==> src/hw/rtl/gvc_pkg.sv <==
// ---------------------------------------------------------------------------
// gvc_pkg
// Shared types and constants of the gravity vector calibrator.
// ---------------------------------------------------------------------------
`timescale 1ns / 1ps
`default_nettype none

package gvc_pkg;

    // request types
    localparam logic [1:0] REQ_SAMPLE = 2'd0;
    localparam logic [1:0] REQ_ORIENT = 2'd1;
    localparam logic [1:0] REQ_START  = 2'd2;

    // calibration status codes
    localparam logic [2:0] CST_NONE    = 3'd0;
    localparam logic [2:0] CST_STARTED = 3'd1;
    localparam logic [2:0] CST_DONE_OK = 3'd2;
    localparam logic [2:0] CST_FAILED  = 3'd3;
    localparam logic [2:0] CST_BUSY    = 3'd4;

    // sequencing
    localparam int SUM_W      = 48;
    localparam int DIV_W      = SUM_W + 1;
    localparam int CNT_W      = 6;
    localparam logic [CNT_W-1:0] DIV_STEPS = CNT_W'(DIV_W);
    localparam logic [CNT_W-1:0] ROT_OPS   = 6'd9;
    localparam logic [CNT_W-1:0] ROT_LAST  = 6'd10;
    localparam logic [CNT_W-1:0] QUAT_OPS  = 6'd10;
    localparam logic [CNT_W-1:0] QUAT_LAST = 6'd10;

    // controller to datapath commands
    typedef struct packed {
        logic       load;
        logic       eval;
        logic       div_init;
        logic       div_step;
        logic       div_store;
        logic       clear_sums;
        logic       mul_go;
        logic       mul_rot;
        logic       dst_meas;
        logic [3:0] qidx;
        logic [1:0] row;
        logic [1:0] col;
        logic       qmat;
        logic       emit;
    } t_cmd;

    // datapath to controller status
    typedef struct packed {
        logic close_ok;
        logic qload;
        logic meas_en;
        logic out_busy;
    } t_stat;

endpackage

`default_nettype wire

==> src/hw/rtl/gvc_ctrl.sv <==
// ---------------------------------------------------------------------------
// gvc_ctrl
// Sequencer: evaluates a request, runs division, matrix build and rotations.
// ---------------------------------------------------------------------------
`timescale 1ns / 1ps
`default_nettype none

module gvc_ctrl import gvc_pkg::*; (
    input  wire logic  i_clk,
    input  wire logic  i_rst_n,
    input  wire logic  i_in_valid,
    output logic       o_in_ready,
    input  wire t_stat i_stat,
    output t_cmd       o_cmd
);

    typedef enum logic [7:0] {
        S_IDLE  = 8'b0000_0001,
        S_EVAL  = 8'b0000_0010,
        S_DIV   = 8'b0000_0100,
        S_RCAL  = 8'b0000_1000,
        S_RMEAS = 8'b0001_0000,
        S_QMUL  = 8'b0010_0000,
        S_QMAT  = 8'b0100_0000,
        S_EMIT  = 8'b1000_0000
    } t_state;

    t_state           r_state, n_state;
    logic [CNT_W-1:0] r_cnt, n_cnt;
    logic [1:0]       r_row, n_row, r_col, n_col;

    // next state and commands
    always_comb begin
        n_state = r_state; n_cnt = r_cnt; n_row = r_row; n_col = r_col;
        o_cmd = '0; o_in_ready = 1'b0;
        unique case (r_state)
            S_IDLE: begin
                o_in_ready = 1'b1;
                if (i_in_valid) begin
                    o_cmd.load = 1'b1; n_state = S_EVAL;
                end
            end
            S_EVAL: begin
                o_cmd.eval = 1'b1; n_cnt = '0; n_row = '0; n_col = '0;
                if (i_stat.close_ok) begin
                    o_cmd.div_init = 1'b1; n_state = S_DIV;
                end else if (i_stat.qload) n_state = S_QMUL;
                else if (i_stat.meas_en) n_state = S_RMEAS;
                else n_state = S_EMIT;
            end
            S_DIV: begin
                if (r_cnt == DIV_STEPS) begin
                    o_cmd.div_store = 1'b1; n_cnt = '0; n_state = S_RCAL;
                end else begin
                    o_cmd.div_step = 1'b1; n_cnt = r_cnt + CNT_W'(1);
                end
            end
            S_RCAL, S_RMEAS: begin
                n_cnt = r_cnt + CNT_W'(1);
                if (r_cnt < ROT_OPS) begin
                    o_cmd.mul_go = 1'b1; o_cmd.mul_rot = 1'b1;
                    o_cmd.dst_meas = (r_state == S_RMEAS);
                    o_cmd.row = r_row; o_cmd.col = r_col;
                    if (r_col == 2'd2) begin
                        n_col = '0; n_row = r_row + 2'd1;
                    end else n_col = r_col + 2'd1;
                end
                if (r_cnt == ROT_LAST) begin
                    n_cnt = '0; n_row = '0; n_col = '0;
                    if (r_state == S_RCAL) begin
                        o_cmd.clear_sums = 1'b1;
                        n_state = i_stat.meas_en ? S_RMEAS : S_EMIT;
                    end else n_state = S_EMIT;
                end
            end
            S_QMUL: begin
                n_cnt = r_cnt + CNT_W'(1);
                if (r_cnt < QUAT_OPS) begin
                    o_cmd.mul_go = 1'b1; o_cmd.qidx = r_cnt[3:0];
                end
                if (r_cnt == QUAT_LAST) n_state = S_QMAT;
            end
            S_QMAT: begin
                o_cmd.qmat = 1'b1; n_state = S_EMIT;
            end
            S_EMIT: begin
                if (!i_stat.out_busy) begin
                    o_cmd.emit = 1'b1; n_state = S_IDLE;
                end
            end
            default: n_state = S_IDLE;
        endcase
    end

    // state registers
    always_ff @(posedge i_clk) begin
        if (!i_rst_n) begin
            r_state <= S_IDLE; r_cnt <= '0; r_row <= '0; r_col <= '0;
        end else begin
            r_state <= n_state; r_cnt <= n_cnt; r_row <= n_row; r_col <= n_col;
        end
    end

endmodule

`default_nettype wire
==> config.mk <==
export PLATFORM = sky130hd
export DESIGN_NAME = gvc_ctrl
export DESIGN_NICKNAME = d
export VERILOG_FILES = /design/src/hw/rtl/gvc_pkg.sv /design/src/hw/rtl/gvc_ctrl.sv
export SDC_FILE = /design/constraint.sdc
export NUM_CORES = 1
export LEC_CHECK = 0
export ABC_AREA = 1
export ABC_CLOCK_PERIOD_IN_PS = 3700
export BUFFER_PORTS_ARGS = -buffer_cell sky130_fd_sc_hd__buf_2
export CAP_MARGIN = 20
export CORE_ASPECT_RATIO = 0.6
export CORE_UTILIZATION = 30
export DETAILED_ROUTE_END_ITERATION = 8
export RECOVER_POWER = 50
export SYNTH_ARGS = -nofsm -noshare
export SYNTH_HDL_FRONTEND = slang
export SYNTH_SLANG_ARGS = --single-unit
export TNS_END_PERCENT = 1
==> constraint.sdc <==
create_clock -name i_clk -period 3.7 [get_ports i_clk]
set_input_delay 0.185 -clock i_clk [delete_from_list [all_inputs] [get_ports i_clk]]
set_output_delay 0.185 -clock i_clk [all_outputs]
set_load 0.03 [all_outputs]
==> results.md, run 1 <==
- CP max stage delay: 430 ps
- Fin nets: about 260
- Iter 0 DRT Violations: 106
- Critical path, cell by cell: nor2_1 -> nand2_2 -> clkinvlp_2 -> nand2_1 -> nand2_1 -> nand2_1 -> nand2_1 -> nor2_1 -> nand2_2 -> nand2_1 -> nor2_1
- Layout cells sized above 1: 19.4%
- Hold_buf cts: 0
- DRT Pass-1 Iters: 5
- Clk root buf: clkbuf_8
- Commonest cells after routing, fill and taps aside: nand2_1, nor2_1, inv_1, nand3_1, buf_2
- GRT Total Usage: about 15%
- CTS tree: built
- Final hold vios: 0
- Max-cap check violation count: 0
- Status: complete, no violations
- IO Pins: 27
- Synth warn: 0
- Setup_tns: 0 ps
- Max Slew Vio Count: 0
- Remaining DRCs: 0
- Layout fillers: between 400 and 500
- Count of different cell masters after synthesis: 30
- WHS: approximately 220 ps
- Crit path buf inv count: 1
- Clk sinks: 18
- GPL Wtd Cong: ~0.81
- Post-CTS Setup Inserts: 0
- WL final: ~3500 um
- Cells after Synth: 220
- Slew HR: about two thirds
- CP startpoint kind: flip-flop
- Syn Std Cell Area: 0.00142 sq mm
- Syn avg cell area: ~6.4 sq um
- Dpl hpwl: about 2800 um
- H-tree levels: 1
- VDD IR max: between 0.15 and 0.2 mV
- Worst-path clk slew: ~80 ps
- Antenna Nets Post-Route: 0
- CP max-delay cell: nor2_1
- TritonCTS Buffers: 3
- Vias/cell: around 4.6
- CP top delay family: simple AND/OR/NAND/NOR gates
- CP Capture Type: flip-flop
- Worst Tran Pin Value: approximately 490 ps
- CP Data Arrival Time: roughly 2500 ps
- Unrepaired setup endpoints after global routing: false
- Hold Crit Class: in2reg
- Area growth, synth to finish: 12.1%
- Standard-cell rows: 18
- Most common cell after layout, fill and taps aside: nand2_1
- Worst endpoint required time: between 3000 and 4000 ps
- First-pass GRT wire length: roughly 6000 um
- # diodes: 0
- WL per Instance: about 11 um
- Starting Density: 32.8%
- Die X: ~91 um
- CTS resizes: 0
- Clock Latency Late Sink: between 200 and 300 ps
- Synth Register Bits: 18
- I/O Buffers: 26
- Mapped Nets: roughly 230
- Crit path kind: reg2reg
- F_max: between 400 and 500 MHz
- Clock tree buffer depth: 2
- R2r setup slk: approximately 1300 ps
- Final setup violation count: 0
- DIE AREA: approximately 0.005 sq mm
- Vias in the first global route: between 1k and 1.5k
- Total core area: roughly 0.0043 sq mm
- Largest net degree at the start of global routing: 12
- Clock period minus worst slack: around 2400 ps
- Via count: around 1.4k
- Chip Height: ~55 um
- GRT overflow: 0
- Fin crit share: 64.0%
- Most used cell, CP: nand2_1
- Sequential area share after synthesis: 25.4%
- Critical Path Fanout Max: 10
- Leakage: 0.794 nW
- Initial antenna violation count: 0
- Pwr dens: ~440 mW/mm^2
- Clock Skew: approximately 8.5 ps
-- layout make-up --
class / instances / area, sq um / area share, %
Timing Repair Buffer: 26 / 129 / 8.10
Clock buffer: 4 / 55.1 / 3.46
Tap cell: 60 / 75.1 / 4.72
Inverter: 34 / 129 / 8.10
Sequential cell: 18 / 360 / 22.7
Multi-Input combinational cell: 165 / 842 / 53.0
-- routing by layer --
metal	share of wire [%]	wire, um	up-vias	track usage (%)
met4	0	0	0	1.36
li1	-	-	753	-
met5	0	0	-	0
met3	6.7	235	0	3.72
met2	38	1340	38	20.0
met1	55	1930	622	24.6
-- path summary, 6_finish.rpt --
kind                 to        from  cells past startpoint
max          r_state[5]  r_state[4]                     11
min          r_state[0]     i_rst_n                      2
max reg2reg  r_state[5]  r_state[4]                     11
min reg2reg    r_col[1]    r_col[1]                      2
-- flip-flops by register name (all words and copies together), names as in the netlist --
name and count:
r_cnt 6, r_col 2, r_state 8, r_row 2
-- report_power, final --
group | switching (mW) | internal (mW) | total (mW)
Clock | 0.0712 | 0.0947 | 0.166
Combinational | 0.214 | 0.0828 | 0.297
Sequential | 0.0188 | 0.216 | 0.235
Total | 0.304 | 0.394 | 0.698
-- stage by stage --
stage	total power, mW	util, %	std cells	setup WS [ps]	cell area (sq um)
floorplan	0.486	-	220	2150	1420
global placement	0.556	37.2	303	2060	1610
detailed placement	0.555	37.2	303	2060	1610
CTS	0.721	38.5	307	1780	1660
global route	0.755	36.8	307	1020	1590
finish	0.698	36.8	307	1330	1590
-- Yosys cell counts --
cell type / number / share of area (%)
a21oi_1: 14 / 4.9
nand3_4: 1 / 1.2
clkbuf_1: 1 / 0.26
nand3_2: 1 / 0.71
nor3_1: 3 / 1.1
xor2_1: 2 / 1.2
nor2_4: 4 / 3.2
buf_4: 1 / 0.53
o21ai_0: 12 / 4.2
nor2_8: 1 / 1.4
inv_4: 1 / 0.44
inv_1: 30 / 7.9
nor2_2: 4 / 1.8
nand2_8: 1 / 1.4
nand2_4: 4 / 3.2
inv_2: 3 / 0.79
nand3b_1: 2 / 1.1
ha_1: 4 / 3.5
nand3_1: 25 / 8.8
buf_2: 1 / 0.35
o21bai_1: 1 / 0.53
dfxtp_1: 18 / 25
nor4_1: 1 / 0.44
nor2_1: 34 / 9.0
o21a_1: 1 / 0.53
nand4_2: 1 / 0.88
xnor2_1: 1 / 0.62
nand2_2: 8 / 3.5
nor3_2: 1 / 0.71
nand2_1: 39 / 10
-- cell families (layout without fill, tap and decap cells) --
group | count (synthesis) | in the layout | share of synthesized area [%]
adder cells (fa/ha/maj) | 4 | 4 | 3.53
flip-flops | 18 | 18 | 25.4
AND/OR/NAND/NOR | 130 | 130 | 48.7
AO/OA/AOI/OAI | 28 | 28 | 10.2
XOR/XNOR | 3 | 3 | 1.85
buffers and inverters | 37 | 64 | 10.3
(Power assumes the default switching activity.)
==> run 2, diff against run 1 <==
--- a/config.mk
+++ b/config.mk
@@ -6,7 +6,7 @@
 export NUM_CORES = 1
 export LEC_CHECK = 0
 export ABC_AREA = 1
-export ABC_CLOCK_PERIOD_IN_PS = 3700
+export ABC_CLOCK_PERIOD_IN_PS = 2450
 export BUFFER_PORTS_ARGS = -buffer_cell sky130_fd_sc_hd__buf_2
 export CAP_MARGIN = 20
 export CORE_ASPECT_RATIO = 0.6
==> constraint.sdc (replaced) <==
create_clock -name i_clk -period 2.45 [get_ports i_clk]
set_input_delay 0.1225 -clock i_clk [delete_from_list [all_inputs] [get_ports i_clk]]
set_output_delay 0.1225 -clock i_clk [all_outputs]
set_load 0.03 [all_outputs]
==> run 2 against run 1 <==
  * Clock power up 49%
  * Cell count is the same
  * Via count decreased by 0.99%
  * Global-route usage down 0.57 points
  * Core utilization up 0.67 points
  * Combinational power up 56%
  * Die area is the same
  * Highest routed layer is now met4
  * Register-to-register slack got worse by 930 ps
  * First-iteration DRC count down 6.6%
  * Cell area up 1.8%
  * Worst hold slack got worse by 78 ps
  * Non-clock buffer count stayed put
==> results.md, run 2 (synthesis gave the netlist of run 1 again) <==
- Final setup violation count: 0 (unchanged)
- Chip Height: 55.3 um (unchanged)
- First-pass GRT wire length: 5960 um (-3.1%)
- CP Capture Type: flip-flop
- Via count: 1,399 (-0.99%)
- Clock Skew: 2.31 ps (-6.22 ps)
- Vias/cell: 4.56 (-0.99%)
- Largest register FFs: 8 (unchanged)
- Clk root buf: clkbuf_8
- Area growth, synth to finish: 14.1%
- VDD IR max: 0.212 mV (+36%)
- Largest net degree at the start of global routing: 12 (unchanged)
- Standard-cell rows: 18 (unchanged)
- GPL Wtd Cong: 0.857 (+5.9%)
- Antenna Nets Post-Route: 0 (unchanged)
- IO Pins: 27 (unchanged)
- CTS resizes: 0 (unchanged)
- Setup_tns: 0 ps (unchanged)
- Initial antenna violation count: 0 (unchanged)
- Fin crit share: 83.8% (+20 points)
- Leakage: 0.795 nW (+0.10%)
- Post-layout util: 37.4% (+0.67 points)
- Total core area: 0.00432 sq mm (unchanged)
- Dpl ws: 849 ps (-1220 ps)
- Hold Crit Class: in2reg
- WL per Instance: 11.2 um (-1.7%)
- Clock period minus worst slack: 2050 ps (-316 ps)
- CP max stage delay: 420 ps (about the same)
- Slew HR: 69.1% (+1.7 points)
- Finished Cell Area: 0.00162 sq mm (+1.8%)
- Worst Tran Pin Value: 461 ps (-25.8 ps)
- Biggest regs: r_state (8), r_cnt (6)
- Clock Latency Late Sink: 260 ps (about the same)
- R2r setup slk: 400 ps (-930 ps)
- DRT Pass-1 Iters: 4 (-1)
- Pwr dens: 657 mW/mm^2 (+50%)
- Iter 0 DRT Violations: 99 (-6.6%)
- GRT overflow: 0 (unchanged)
- CP top delay family: simple AND/OR/NAND/NOR gates
- Critical Path Fanout Max: 10 (unchanged)
- Commonest cells after routing, fill and taps aside: nand2_1, nor2_1, inv_1, nand3_1, buf_2
- I/O Buffers: 26 (unchanged)
- Starting Density: 32.8% (unchanged)
- F_max: 487 MHz (+15%)
- Layout fillers: 481 (+0.84%)
- Worst endpoint required time: 2630 ps (-1230 ps)
- Most common cell after layout, fill and taps aside: nand2_1
- Area occupied by multi-input gates: 871 sq um (+3.4%)
- Placed cell areas: 0.00161 sq mm (unchanged)
- Unrepaired setup endpoints after global routing: false
- GRT Total Usage: 14.6% (-0.57 points)
- Clock tree buffer depth: 2 (unchanged)
- Most flop-heavy register: r_state
- Critical path, cell by cell: inv_1 -> nor2_8 -> nand3_1 -> nand2_1 -> nand2_4 -> nor2_1 -> nand2_2 -> a21oi_1
- DIE AREA: 0.00502 sq mm (unchanged)
- Status: complete, no violations
- CTS tree: built
- Tot Pwr: 1.06 mW (+53%)
- Remaining DRCs: 0 (unchanged)
- H-tree levels: 1 (unchanged)
- Worst-path clk slew: 70 ps (about the same)
- CP startpoint kind: flip-flop
- Post-CTS Setup Inserts: 0 (unchanged)
- Vias in the first global route: 1,269 (+1.8%)
- Crit path kind: reg2reg
- Max-cap check violation count: 0 (unchanged)
- FF+latch area: 360 sq um (unchanged)
- Final hold vios: 0 (unchanged)
- Dpl hpwl: 2750 um (-0.48%)
- Layout cells sized above 1: 20.2% (+0.81 points)
- TritonCTS Buffers: 3 (unchanged)
- Clk sinks: 18 (unchanged)
- WL final: 3450 um (-1.7%)
- Hold_buf cts: 0 (unchanged)
- Crit path buf inv count: 1 (unchanged)
- Fin nets: 259 (unchanged)
- # diodes: 0 (unchanged)
- Max Slew Vio Count: 0 (unchanged)
- CP max-delay cell: dfxtp_1
- Die X: 90.8 um (unchanged)
- CP Data Arrival Time: 2230 ps (-300 ps)
- Final WS setup: 398 ps (-934 ps)
run 2: changes by cell type in the layout (fill, tap and decap cells not counted), sizes merged:
| cell | previous run | this run |
|---|---|---|
| buf | 25 | 24 |
| clkinvlp | 1 | 0 |
| inv | 33 | 34 |
| clkbuf | 5 | 6 |
run 2: final timing paths:
path	startpoint	end	cells past startpoint
max	r_cnt[3]	r_state[7]	8
min	i_rst_n	r_state[0]	2
max reg2reg	r_cnt[3]	r_state[7]	8
min reg2reg	r_row[1]	r_row[1]	2
run 2: stage by stage:
| step | instances | hold WS (ps) |
|---|---|---|
| finish | 307 | 146 |
| CTS | 307 | 134 |
| global placement | 303 | 412 |
| detailed placement | 303 | 404 |
| floorplan | 220 | 207 |
| global route | 307 | 142 |
run 2: power by group:
group          switching (mW)  leakage, nW  internal, mW
combinational           0.334        0.620         0.130
sequential             0.0276        0.146         0.326
clock                   0.104       0.0288         0.143
total                   0.465        0.795         0.599
run 2: area by class of cell:
cell class | instances | share of cell area (%)
Multi-Input combinational cell | 165 | 53.8
Tap cell | 60 | 4.64
Inverter | 34 | 8.04
Timing Repair Buffer | 26 | 7.88
Clock buffer | 4 | 3.40
Sequential cell | 18 | 22.3
run 2: metal layers:
layer / vias up / share of wire [%] / wire, um / global-route usage, %
met5: - / 0 / 0 / 0
met4: 0 / 0.23 / 8 / 2.04
met2: 35 / 39 / 1350 / 19.7
met1: 617 / 55 / 1890 / 22.5
li1: 745 / - / - / -
met3: 2 / 6.0 / 206 / 4.68
run 2: worst register-to-register path: cells and delay by family (launching register included):
kind	cells	cell delay [ps]
DFF	1	420
buffers and inverters	1	170
AOI/OAI and AO/OA	1	170
and+or+nand+nor	6	1210
